$ cat config.mk
export PLATFORM = sky130hd
export DESIGN_NAME = http_request_header_parser
export DESIGN_NICKNAME = d
export VERILOG_FILES = /design/src/rtl/hpp_pkg.sv /design/src/rtl/hpp_step.sv /design/src/rtl/http_request_header_parser.sv
export SDC_FILE = /design/constraint.sdc
export NUM_CORES = 1
export LEC_CHECK = 0
export BUFFER_PORTS_ARGS = -buffer_cell sky130_fd_sc_hd__buf_2
export CAP_MARGIN = 20
export CORE_MARGIN = 4
export CORE_UTILIZATION = 62
export CTS_CLUSTER_DIAMETER = 120
export DETAILED_ROUTE_END_ITERATION = 10
export PLACE_DENSITY = 0.81
export REMOVE_ABC_BUFFERS = 1
export SETUP_SLACK_MARGIN = 0.3
export SKIP_LAST_GASP = 1
export SLEW_MARGIN = 25
export SYNTH_ARGS = -nofsm -noshare
export SYNTH_HDL_FRONTEND = slang
export SYNTH_SLANG_ARGS = --single-unit
$ cat constraint.sdc
create_clock -name clk -period 4.2 [get_ports clk]
set_input_delay 0.21 -clock clk [delete_from_list [all_inputs] [get_ports clk]]
set_output_delay 0.21 -clock clk [all_outputs]
set_load 0.005 [all_outputs]
$ cat src/rtl/hpp_pkg.sv
// Shared types, codes and byte-class helpers for the HTTP request header parser.
// Used by hpp_step and http_request_header_parser; depends on nothing.
package hpp_pkg;

	// parser states, one-hot
	typedef enum logic [19:0] {
		PS_METHOD_START = 20'h00001,
		PS_METHOD       = 20'h00002,
		PS_URI          = 20'h00004,
		PS_VER_H        = 20'h00008,
		PS_VER_T1       = 20'h00010,
		PS_VER_T2       = 20'h00020,
		PS_VER_P        = 20'h00040,
		PS_VER_SLASH    = 20'h00080,
		PS_MAJOR_START  = 20'h00100,
		PS_MAJOR        = 20'h00200,
		PS_MINOR_START  = 20'h00400,
		PS_MINOR        = 20'h00800,
		PS_NL1          = 20'h01000,
		PS_LINE_START   = 20'h02000,
		PS_LWS          = 20'h04000,
		PS_NAME         = 20'h08000,
		PS_SPACE_VALUE  = 20'h10000,
		PS_VALUE        = 20'h20000,
		PS_NL2          = 20'h40000,
		PS_NL3          = 20'h80000
	} pstate_t;

	typedef enum logic [1:0] {
		STS_MORE = 2'd0,
		STS_GOOD = 2'd1,
		STS_BAD  = 2'd2
	} status_t;

	typedef enum logic [2:0] {
		CLS_NONE   = 3'd0,
		CLS_METHOD = 3'd1,
		CLS_URI    = 3'd2,
		CLS_NAME   = 3'd3,
		CLS_VALUE  = 3'd4
	} byte_class_t;

	typedef enum logic [1:0] {
		MTH_NONE = 2'd0,
		MTH_GET  = 2'd1,
		MTH_POST = 2'd2,
		MTH_HEAD = 2'd3
	} method_t;

	localparam logic OP_BYTE    = 1'b0;
	localparam logic OP_RESTART = 1'b1;

	// candidate bit positions in the method match vector
	localparam int unsigned MB_GET  = 0;
	localparam int unsigned MB_POST = 1;
	localparam int unsigned MB_HEAD = 2;

	localparam logic [2:0] MLEN_MAX = 3'd7;

	typedef struct packed {
		pstate_t    pstate;
		logic [2:0] mlen;
		logic [2:0] mmatch;
		method_t    method;
		logic       hdr_seen;
		logic [7:0] major;
		logic [7:0] minor;
	} ctx_t;

	localparam ctx_t CTX_RESET = '{
		pstate:   PS_METHOD_START,
		mlen:     3'd0,
		mmatch:   3'b111,
		method:   MTH_NONE,
		hdr_seen: 1'b0,
		major:    8'd0,
		minor:    8'd0
	};

	typedef struct packed {
		status_t     status;
		byte_class_t byte_class;
		logic [7:0]  data_out;
		logic        new_header;
		method_t     method_code;
		logic [7:0]  version_major;
		logic [7:0]  version_minor;
	} result_t;

	function automatic logic is_ctl(input logic [7:0] c);
		return (c <= 8'd31) || (c == 8'd127);
	endfunction

	function automatic logic is_sep(input logic [7:0] c);
		logic r;
		case (c) inside
			"(", ")", "<", ">", "@", ",", ";", ":", "\\", "\"", "/",
			"[", "]", "?", "=", "{", "}", " ", 8'h09: r = 1'b1;
			default: r = 1'b0;
		endcase
		return r;
	endfunction

	// bytes 128..255 are neither characters nor controls
	function automatic logic is_token(input logic [7:0] c);
		return !c[7] && !is_ctl(c) && !is_sep(c);
	endfunction

	function automatic logic is_numeral(input logic [7:0] c);
		return (c >= "0") && (c <= "9");
	endfunction

	// v*10 + digit, clamped at 255
	function automatic logic [7:0] sat_digit(input logic [7:0] v, input logic [7:0] c);
		logic [11:0] n;
		n = ({4'd0, v} << 3) + ({4'd0, v} << 1) + {8'd0, c[3:0]};
		return (n > 12'd255) ? 8'hFF : n[7:0];
	endfunction

	// which candidates accept lower-case char lc at position p
	function automatic logic [2:0] method_hits(input logic [2:0] p, input logic [7:0] lc);
		logic [2:0] h;
		h = 3'b000;
		case (p)
			3'd0: begin
				h[MB_GET]  = (lc == "g");
				h[MB_POST] = (lc == "p");
				h[MB_HEAD] = (lc == "h");
			end
			3'd1: begin
				h[MB_GET]  = (lc == "e");
				h[MB_POST] = (lc == "o");
				h[MB_HEAD] = (lc == "e");
			end
			3'd2: begin
				h[MB_GET]  = (lc == "t");
				h[MB_POST] = (lc == "s");
				h[MB_HEAD] = (lc == "a");
			end
			3'd3: begin
				h[MB_POST] = (lc == "t");
				h[MB_HEAD] = (lc == "d");
			end
			default: h = 3'b000;
		endcase
		return h;
	endfunction

endpackage

$ cat src/rtl/hpp_step.sv
// Combinational next-state and result logic of the request parser for one byte.
// Depends on hpp_pkg.
module hpp_step import hpp_pkg::*; (
	input  ctx_t       cur,
	input  logic       op,
	input  logic [7:0] data_byte,
	output ctx_t       nxt,
	output result_t    res
);

	always_comb begin
		logic        bad;
		logic        good;
		logic [7:0]  c;
		logic [7:0]  lc;
		byte_class_t cls;
		logic [7:0]  dout;
		logic        newh;
		method_t     code;

		c    = data_byte;
		lc   = ((c >= "A") && (c <= "Z")) ? (c + 8'd32) : c;
		bad  = 1'b0;
		good = 1'b0;
		cls  = CLS_NONE;
		dout = 8'd0;
		newh = 1'b0;
		code = MTH_NONE;
		nxt  = cur;

		if (op == OP_RESTART) begin
			nxt = CTX_RESET;
		end else begin
			unique case (cur.pstate)
				PS_METHOD_START, PS_METHOD: begin
					if (cur.pstate == PS_METHOD && c == " ") begin
						if (cur.mmatch[MB_GET] && cur.mlen == 3'd3)
							code = MTH_GET;
						else if (cur.mmatch[MB_POST] && cur.mlen == 3'd4)
							code = MTH_POST;
						else if (cur.mmatch[MB_HEAD] && cur.mlen == 3'd4)
							code = MTH_HEAD;
						if (code != MTH_NONE) begin
							nxt.method = code;
							nxt.pstate = PS_URI;
						end else begin
							bad = 1'b1;
						end
					end else if (!is_token(c)) begin
						bad = 1'b1;
					end else begin
						nxt.mmatch = cur.mmatch & method_hits(cur.mlen, lc);
						if (cur.mlen != MLEN_MAX)
							nxt.mlen = cur.mlen + 3'd1;
						nxt.pstate = PS_METHOD;
						cls  = CLS_METHOD;
						dout = lc;
					end
				end
				PS_URI: begin
					if (c == " ") nxt.pstate = PS_VER_H;
					else if (is_ctl(c)) bad = 1'b1;
					else begin
						cls  = CLS_URI;
						dout = c;
					end
				end
				PS_VER_H: begin
					if (c == "H") nxt.pstate = PS_VER_T1; else bad = 1'b1;
				end
				PS_VER_T1: begin
					if (c == "T") nxt.pstate = PS_VER_T2; else bad = 1'b1;
				end
				PS_VER_T2: begin
					if (c == "T") nxt.pstate = PS_VER_P; else bad = 1'b1;
				end
				PS_VER_P: begin
					if (c == "P") nxt.pstate = PS_VER_SLASH; else bad = 1'b1;
				end
				PS_VER_SLASH: begin
					if (c == "/") begin
						nxt.major  = 8'd0;
						nxt.minor  = 8'd0;
						nxt.pstate = PS_MAJOR_START;
					end else begin
						bad = 1'b1;
					end
				end
				PS_MAJOR_START: begin
					if (is_numeral(c)) begin
						nxt.major  = sat_digit(cur.major, c);
						nxt.pstate = PS_MAJOR;
					end else begin
						bad = 1'b1;
					end
				end
				PS_MAJOR: begin
					if (c == ".") nxt.pstate = PS_MINOR_START;
					else if (is_numeral(c)) nxt.major = sat_digit(cur.major, c);
					else bad = 1'b1;
				end
				PS_MINOR_START: begin
					if (is_numeral(c)) begin
						nxt.minor  = sat_digit(cur.minor, c);
						nxt.pstate = PS_MINOR;
					end else begin
						bad = 1'b1;
					end
				end
				PS_MINOR: begin
					if (c == 8'h0D) nxt.pstate = PS_NL1;
					else if (is_numeral(c)) nxt.minor = sat_digit(cur.minor, c);
					else bad = 1'b1;
				end
				PS_NL1, PS_NL2: begin
					if (c == 8'h0A) nxt.pstate = PS_LINE_START; else bad = 1'b1;
				end
				PS_LINE_START: begin
					if (c == 8'h0D) nxt.pstate = PS_NL3;
					else if (cur.hdr_seen && (c == " " || c == 8'h09))
						nxt.pstate = PS_LWS;
					else if (!is_token(c)) bad = 1'b1;
					else begin
						nxt.hdr_seen = 1'b1;
						nxt.pstate   = PS_NAME;
						cls  = CLS_NAME;
						dout = c;
						newh = 1'b1;
					end
				end
				PS_LWS: begin
					if (c == 8'h0D) nxt.pstate = PS_NL2;
					else if (c == " " || c == 8'h09) nxt.pstate = PS_LWS;
					else if (is_ctl(c)) bad = 1'b1;
					else begin
						nxt.pstate = PS_VALUE;
						cls  = CLS_VALUE;
						dout = c;
					end
				end
				PS_NAME: begin
					if (c == ":") nxt.pstate = PS_SPACE_VALUE;
					else if (!is_token(c)) bad = 1'b1;
					else begin
						cls  = CLS_NAME;
						dout = c;
					end
				end
				PS_SPACE_VALUE: begin
					if (c == " ") nxt.pstate = PS_VALUE; else bad = 1'b1;
				end
				PS_VALUE: begin
					if (c == 8'h0D) nxt.pstate = PS_NL2;
					else if (is_ctl(c)) bad = 1'b1;
					else begin
						cls  = CLS_VALUE;
						dout = c;
					end
				end
				PS_NL3: begin
					if (c == 8'h0A) good = 1'b1; else bad = 1'b1;
				end
				default: bad = 1'b1;
			endcase
		end

		// a rejected byte leaves every piece of state alone
		if (bad) begin
			nxt  = cur;
			cls  = CLS_NONE;
			dout = 8'd0;
			newh = 1'b0;
		end

		res.status        = bad ? STS_BAD : (good ? STS_GOOD : STS_MORE);
		res.byte_class    = cls;
		res.data_out      = dout;
		res.new_header    = newh;
		res.method_code   = nxt.method;
		res.version_major = nxt.major;
		res.version_minor = nxt.minor;
	end

endmodule

$ cat src/rtl/http_request_header_parser.sv
// Top level of the HTTP request header parser: context register, output register
// and skid word around hpp_step. Depends on hpp_pkg and hpp_step.
//
//  channel | handshake          | payload
//  --------+--------------------+-----------------------------------------------
//  in      | in_valid, in_stall | op, data_byte
//  out     | out_valid,out_stall| status, byte_class, data_out, new_header,
//          |                    | method_code, version_major, version_minor
//
// One word per cycle while in_stall is low, one result word per input word.
// The parse context updates in the same cycle that a word is accepted; the
// result lands in the output register, or in the skid word when the output is
// stalled. in_stall is the registered skid-full flag.
// arst_n clears the context, the output valid and the skid valid.
module http_request_header_parser import hpp_pkg::*; (
	input  logic       clk,
	input  logic       arst_n,

	input  logic       in_valid,
	output logic       in_stall,
	input  logic       op,
	input  logic [7:0] data_byte,

	output logic       out_valid,
	input  logic       out_stall,
	output logic [1:0] status,
	output logic [2:0] byte_class,
	output logic [7:0] data_out,
	output logic       new_header,
	output logic [1:0] method_code,
	output logic [7:0] version_major,
	output logic [7:0] version_minor
);

	ctx_t    ctx_q;
	ctx_t    ctx_nxt;
	result_t res_nxt;
	result_t out_q;
	result_t skid_q;
	logic    out_valid_q;
	logic    skid_valid_q;
	logic    acc;
	logic    take;

	// accept whenever the skid word is free; output drains when not stalled
	assign in_stall = skid_valid_q;
	assign acc      = in_valid && !skid_valid_q;
	assign take     = out_valid_q && !out_stall;

	hpp_step u_step (
		.cur       (ctx_q),
		.op        (op),
		.data_byte (data_byte),
		.nxt       (ctx_nxt),
		.res       (res_nxt)
	);

	// parse context
	always_ff @(posedge clk or negedge arst_n) begin
		if (!arst_n) begin
			ctx_q <= CTX_RESET;
		end else if (acc) begin
			ctx_q <= ctx_nxt;
		end
	end

	// output register and skid word: control
	always_ff @(posedge clk or negedge arst_n) begin
		if (!arst_n) begin
			out_valid_q  <= 1'b0;
			skid_valid_q <= 1'b0;
		end else if (skid_valid_q) begin
			if (take) skid_valid_q <= 1'b0;
		end else if (acc) begin
			if (out_valid_q && !take) skid_valid_q <= 1'b1;
			else out_valid_q <= 1'b1;
		end else if (take) begin
			out_valid_q <= 1'b0;
		end
	end

	// output register and skid word: payload
	always_ff @(posedge clk) begin
		if (skid_valid_q) begin
			if (take) out_q <= skid_q;
		end else if (acc) begin
			if (out_valid_q && !take) skid_q <= res_nxt;
			else out_q <= res_nxt;
		end
	end

	assign out_valid     = out_valid_q;
	assign status        = out_q.status;
	assign byte_class    = out_q.byte_class;
	assign data_out      = out_q.data_out;
	assign new_header    = out_q.new_header;
	assign method_code   = out_q.method_code;
	assign version_major = out_q.version_major;
	assign version_minor = out_q.version_minor;

	// skid word only fills behind a held output word
	a_skid_behind_out: assert property (@(posedge clk) disable iff (!arst_n)
		skid_valid_q |-> out_valid_q)
		else $error("skid word valid without output word");

	// restart returns the context to its reset value
	a_restart_ctx: assert property (@(posedge clk) disable iff (!arst_n)
		(acc && op == OP_RESTART) |=> (ctx_q == CTX_RESET))
		else $error("context not reset after restart");

	// a rejected byte leaves the context untouched
	a_bad_keeps_ctx: assert property (@(posedge clk) disable iff (!arst_n)
		(acc && res_nxt.status == STS_BAD) |=> (ctx_q == $past(ctx_q)))
		else $error("context changed on bad byte");

	// a bad result carries no byte
	a_bad_no_data: assert property (@(posedge clk) disable iff (!arst_n)
		(out_valid_q && out_q.status == STS_BAD) |->
			(out_q.byte_class == CLS_NONE && out_q.data_out == 8'd0 && !out_q.new_header))
		else $error("bad result carries byte data");

endmodule
==> out/qor.yml <==
finalHoldViolations: 38
start_kind: "flip-flop"
r2r_slack_ps: 440
peakVddDrop_v: 0.0002352
post-place-ws_ps: 326.9
drive_above_1_share: 0.1547
fin_crit_sh: 0.8960
hold_ws_ps: -25.31
antenna_cells: 0
clock_path_buffers: 2
hp-class: "input pin to async pin"
cts_made_buffers: 9
critPathRequiredTime_ps: 4300
cp-end-kind: "flip-flop"
ys_warn_count: 0
layout_commonest_cell: "nand2_1"
nFillCells: 1017
final_cell_mix: "nand2_1, nor2_1, edfxtp_1"
max-slew-margin-rel: 0.3575
ys_ff_latch: 111
r2r_end: "version_minor[5]"
skew_ps: 13.44
violations: "negative hold slack"
slew_viol_final: 0
drt_iter0_drc: 887
crit_arrival_ps: 3860
async_flop_share: 0.4234
antenna_found_initial: 0
path_max_fanout: 6
synth_area_um2: 8021
grt_start_max_net_pins: 48
drc: 0
wl_met3_um: 2243
tns_ps: 0
cpMaxStageDelayCell: "fa_1"
cpLargestDelayFamily: "compound AO/OA/AOI/OAI gates"
ios: 47
setup_ws_ps: 436.6
clock_latency_ps: 360
initial_utilization: 0.6356
drt_wl_total_um: 23670
netlist_instances: 861
multi_input_area_um2: 4618
die_area_um2: 14820
hpwl_um: 17510
ys_seq_area_frac: 0.3868
fmaxAchievable_mhz: 265.7
rows: 41
yosysUniqueCellTypes: 86
clk_pin_slew_worst_paths_ps: 70
place_congestion: 0.9603
cts_tree: "built"
r2r_start: "ctx_q[0]"
dieWidth_um: 121.7
detail_route.wl_per_cell_um: 21.97
leakage_nw: 3.594
critPathBufInv: 2
cp_cell_sequence: "inv_1 > fa_1 > inv_1 > fa_1 > a21oi_2 > o211ai_1 > o31a_1 > o221a_2 > or2_2 > o31a_1 > a21oi_1 > o21ai_0"
seq_area_um2: 3103
grt_pass1_wl_um: 36430
grt_pass1_vias: 6802
synth_flop_cell: "edfxtp_1"
htreeDepth: 3
core-area_um2: 12620
yosysTopAreaCell: "edfxtp_1"
reg2reg_depth: 12
setup_violations: 0
drtPass1Iterations: 8
m1WireLength_um: 10170
drtAntennaViolNets: 0
avgSynthCellArea_um2: 9.316
overflow: 0
path_class: "flip-flop to flip-flop"
yosys.area.top_type_share: 0.2396
synth-edff-count: 64
cap_violations: 0
powerDensity_nw_per_um2: 491.7
grt_usage: 0.3172
met2_length_um: 10720
status: "finished with violations"
fin_crit_ps: 3763
nets: 955
die_h_um: 121.7
cts_sinks: 111
portBuffers: 46
rsz0062_at_grt: "no"
clockRootBuffer: "clkbuf_16"
max_stage_delay_ps: 520
worst_pin_slew_ps: 959.6
area_growth_pct: 9.265
num_vias: 7311
top_layer_used: "met4"
synth.area.top_cells: "edfxtp_1, dfrtp_1, ha_1, nand2_1, nor2_1"
via_per_inst: 6.788
-- worst max-delay path by stage --
stage                     cells past startpoint    startpoint                to
after global routing                         12      ctx_q[0]  version_minor[4]
after floorplan                               3      in_stall     byte_class[0]
after global placement                       13  data_byte[3]  version_minor[4]
after CTS                                    12      ctx_q[0]  version_minor[4]
after detailed placement                     13  data_byte[3]  version_minor[4]
final                                        12      ctx_q[0]  version_minor[5]
-- stage by stage --
step	power [mW]	util	cells	area, µm²
final	4.309	0.6945	1077	8765
after global routing	4.532	0.6945	1077	8765
after CTS	4.269	0.6911	1075	8721
after detailed placement	3.485	0.6705	1059	8462
after global placement	3.389	0.6684	1058	8434
after floorplan	2.754	-	817	7805
-- layer usage --
metal | up-vias | track usage
met5 | - | 0
met4 | 0 | 0.09034
met3 | 43 | 0.06592
met2 | 409 | 0.4945
met1 | 3511 | 0.4515
li1 | 3348 | -
-- cells in the mapped netlist, types with 6 or more instances --
cell      number
a211oi_1       7
a21o_1         7
a21oi_1       52
a22oi_1        6
a31o_2         7
a31oi_1       10
and2_1        11
and3_1        10
buf_2         11
clkbuf_1      26
dfrtp_1       43
edfxtp_1      64
ha_1          38
inv_1         32
mux2_1        15
mux2i_1       10
nand2_1       90
nand2b_1      14
nand3_1       27
nand4_1       20
nor2_1        70
nor2b_1       15
nor3_1        30
nor4_1        13
o211ai_1      15
o21ai_0       46
o31ai_1       14
or3_1         10
xnor2_1        8
xor2_1         6
-- timing repair --
action | 4_1_cts | 5_1_grt
endpoints found under the setup margin | 0 | 16
resized for setup | 0 | 9
hold buffers | 0 | 0
buffers inserted | 0 | 2
-- logic make-up after synthesis --
group | count (synthesis) | share of synthesized area
xor+xnor | 14 | 0.01529
mux | 28 | 0.03775
buf+inv | 77 | 0.04243
compound gates | 234 | 0.2090
flops | 111 | 0.3868
fa+ha+maj | 42 | 0.06926
simple gates | 355 | 0.2394
-- state kept, by name (all words and copies together) (netlist names) --
register / flops
ctx_q: 45
skid_q: 32
data_out: 8
version_major: 8
version_minor: 8
byte_class: 3
method_code: 2
status: 2
in_stall: 1
new_header: 1
out_valid: 1
-- layout make-up --
class | instances | share of cell area
multi-input combinational | 673 | 0.5269
sequential | 111 | 0.3540
inverter | 33 | 0.01413
clock buffer | 12 | 0.02698
timing repair buffer | 72 | 0.05082
clock inverter | 4 | 0.002570
tap | 172 | 0.02455
-- power breakdown --
part           switching, mW  internal, mW  leakage (nW)
logic                   1.18         0.664          2.22
registers              0.184          1.49          1.25
clock network          0.394         0.402         0.128
Power figures use the tool's default switching activity.
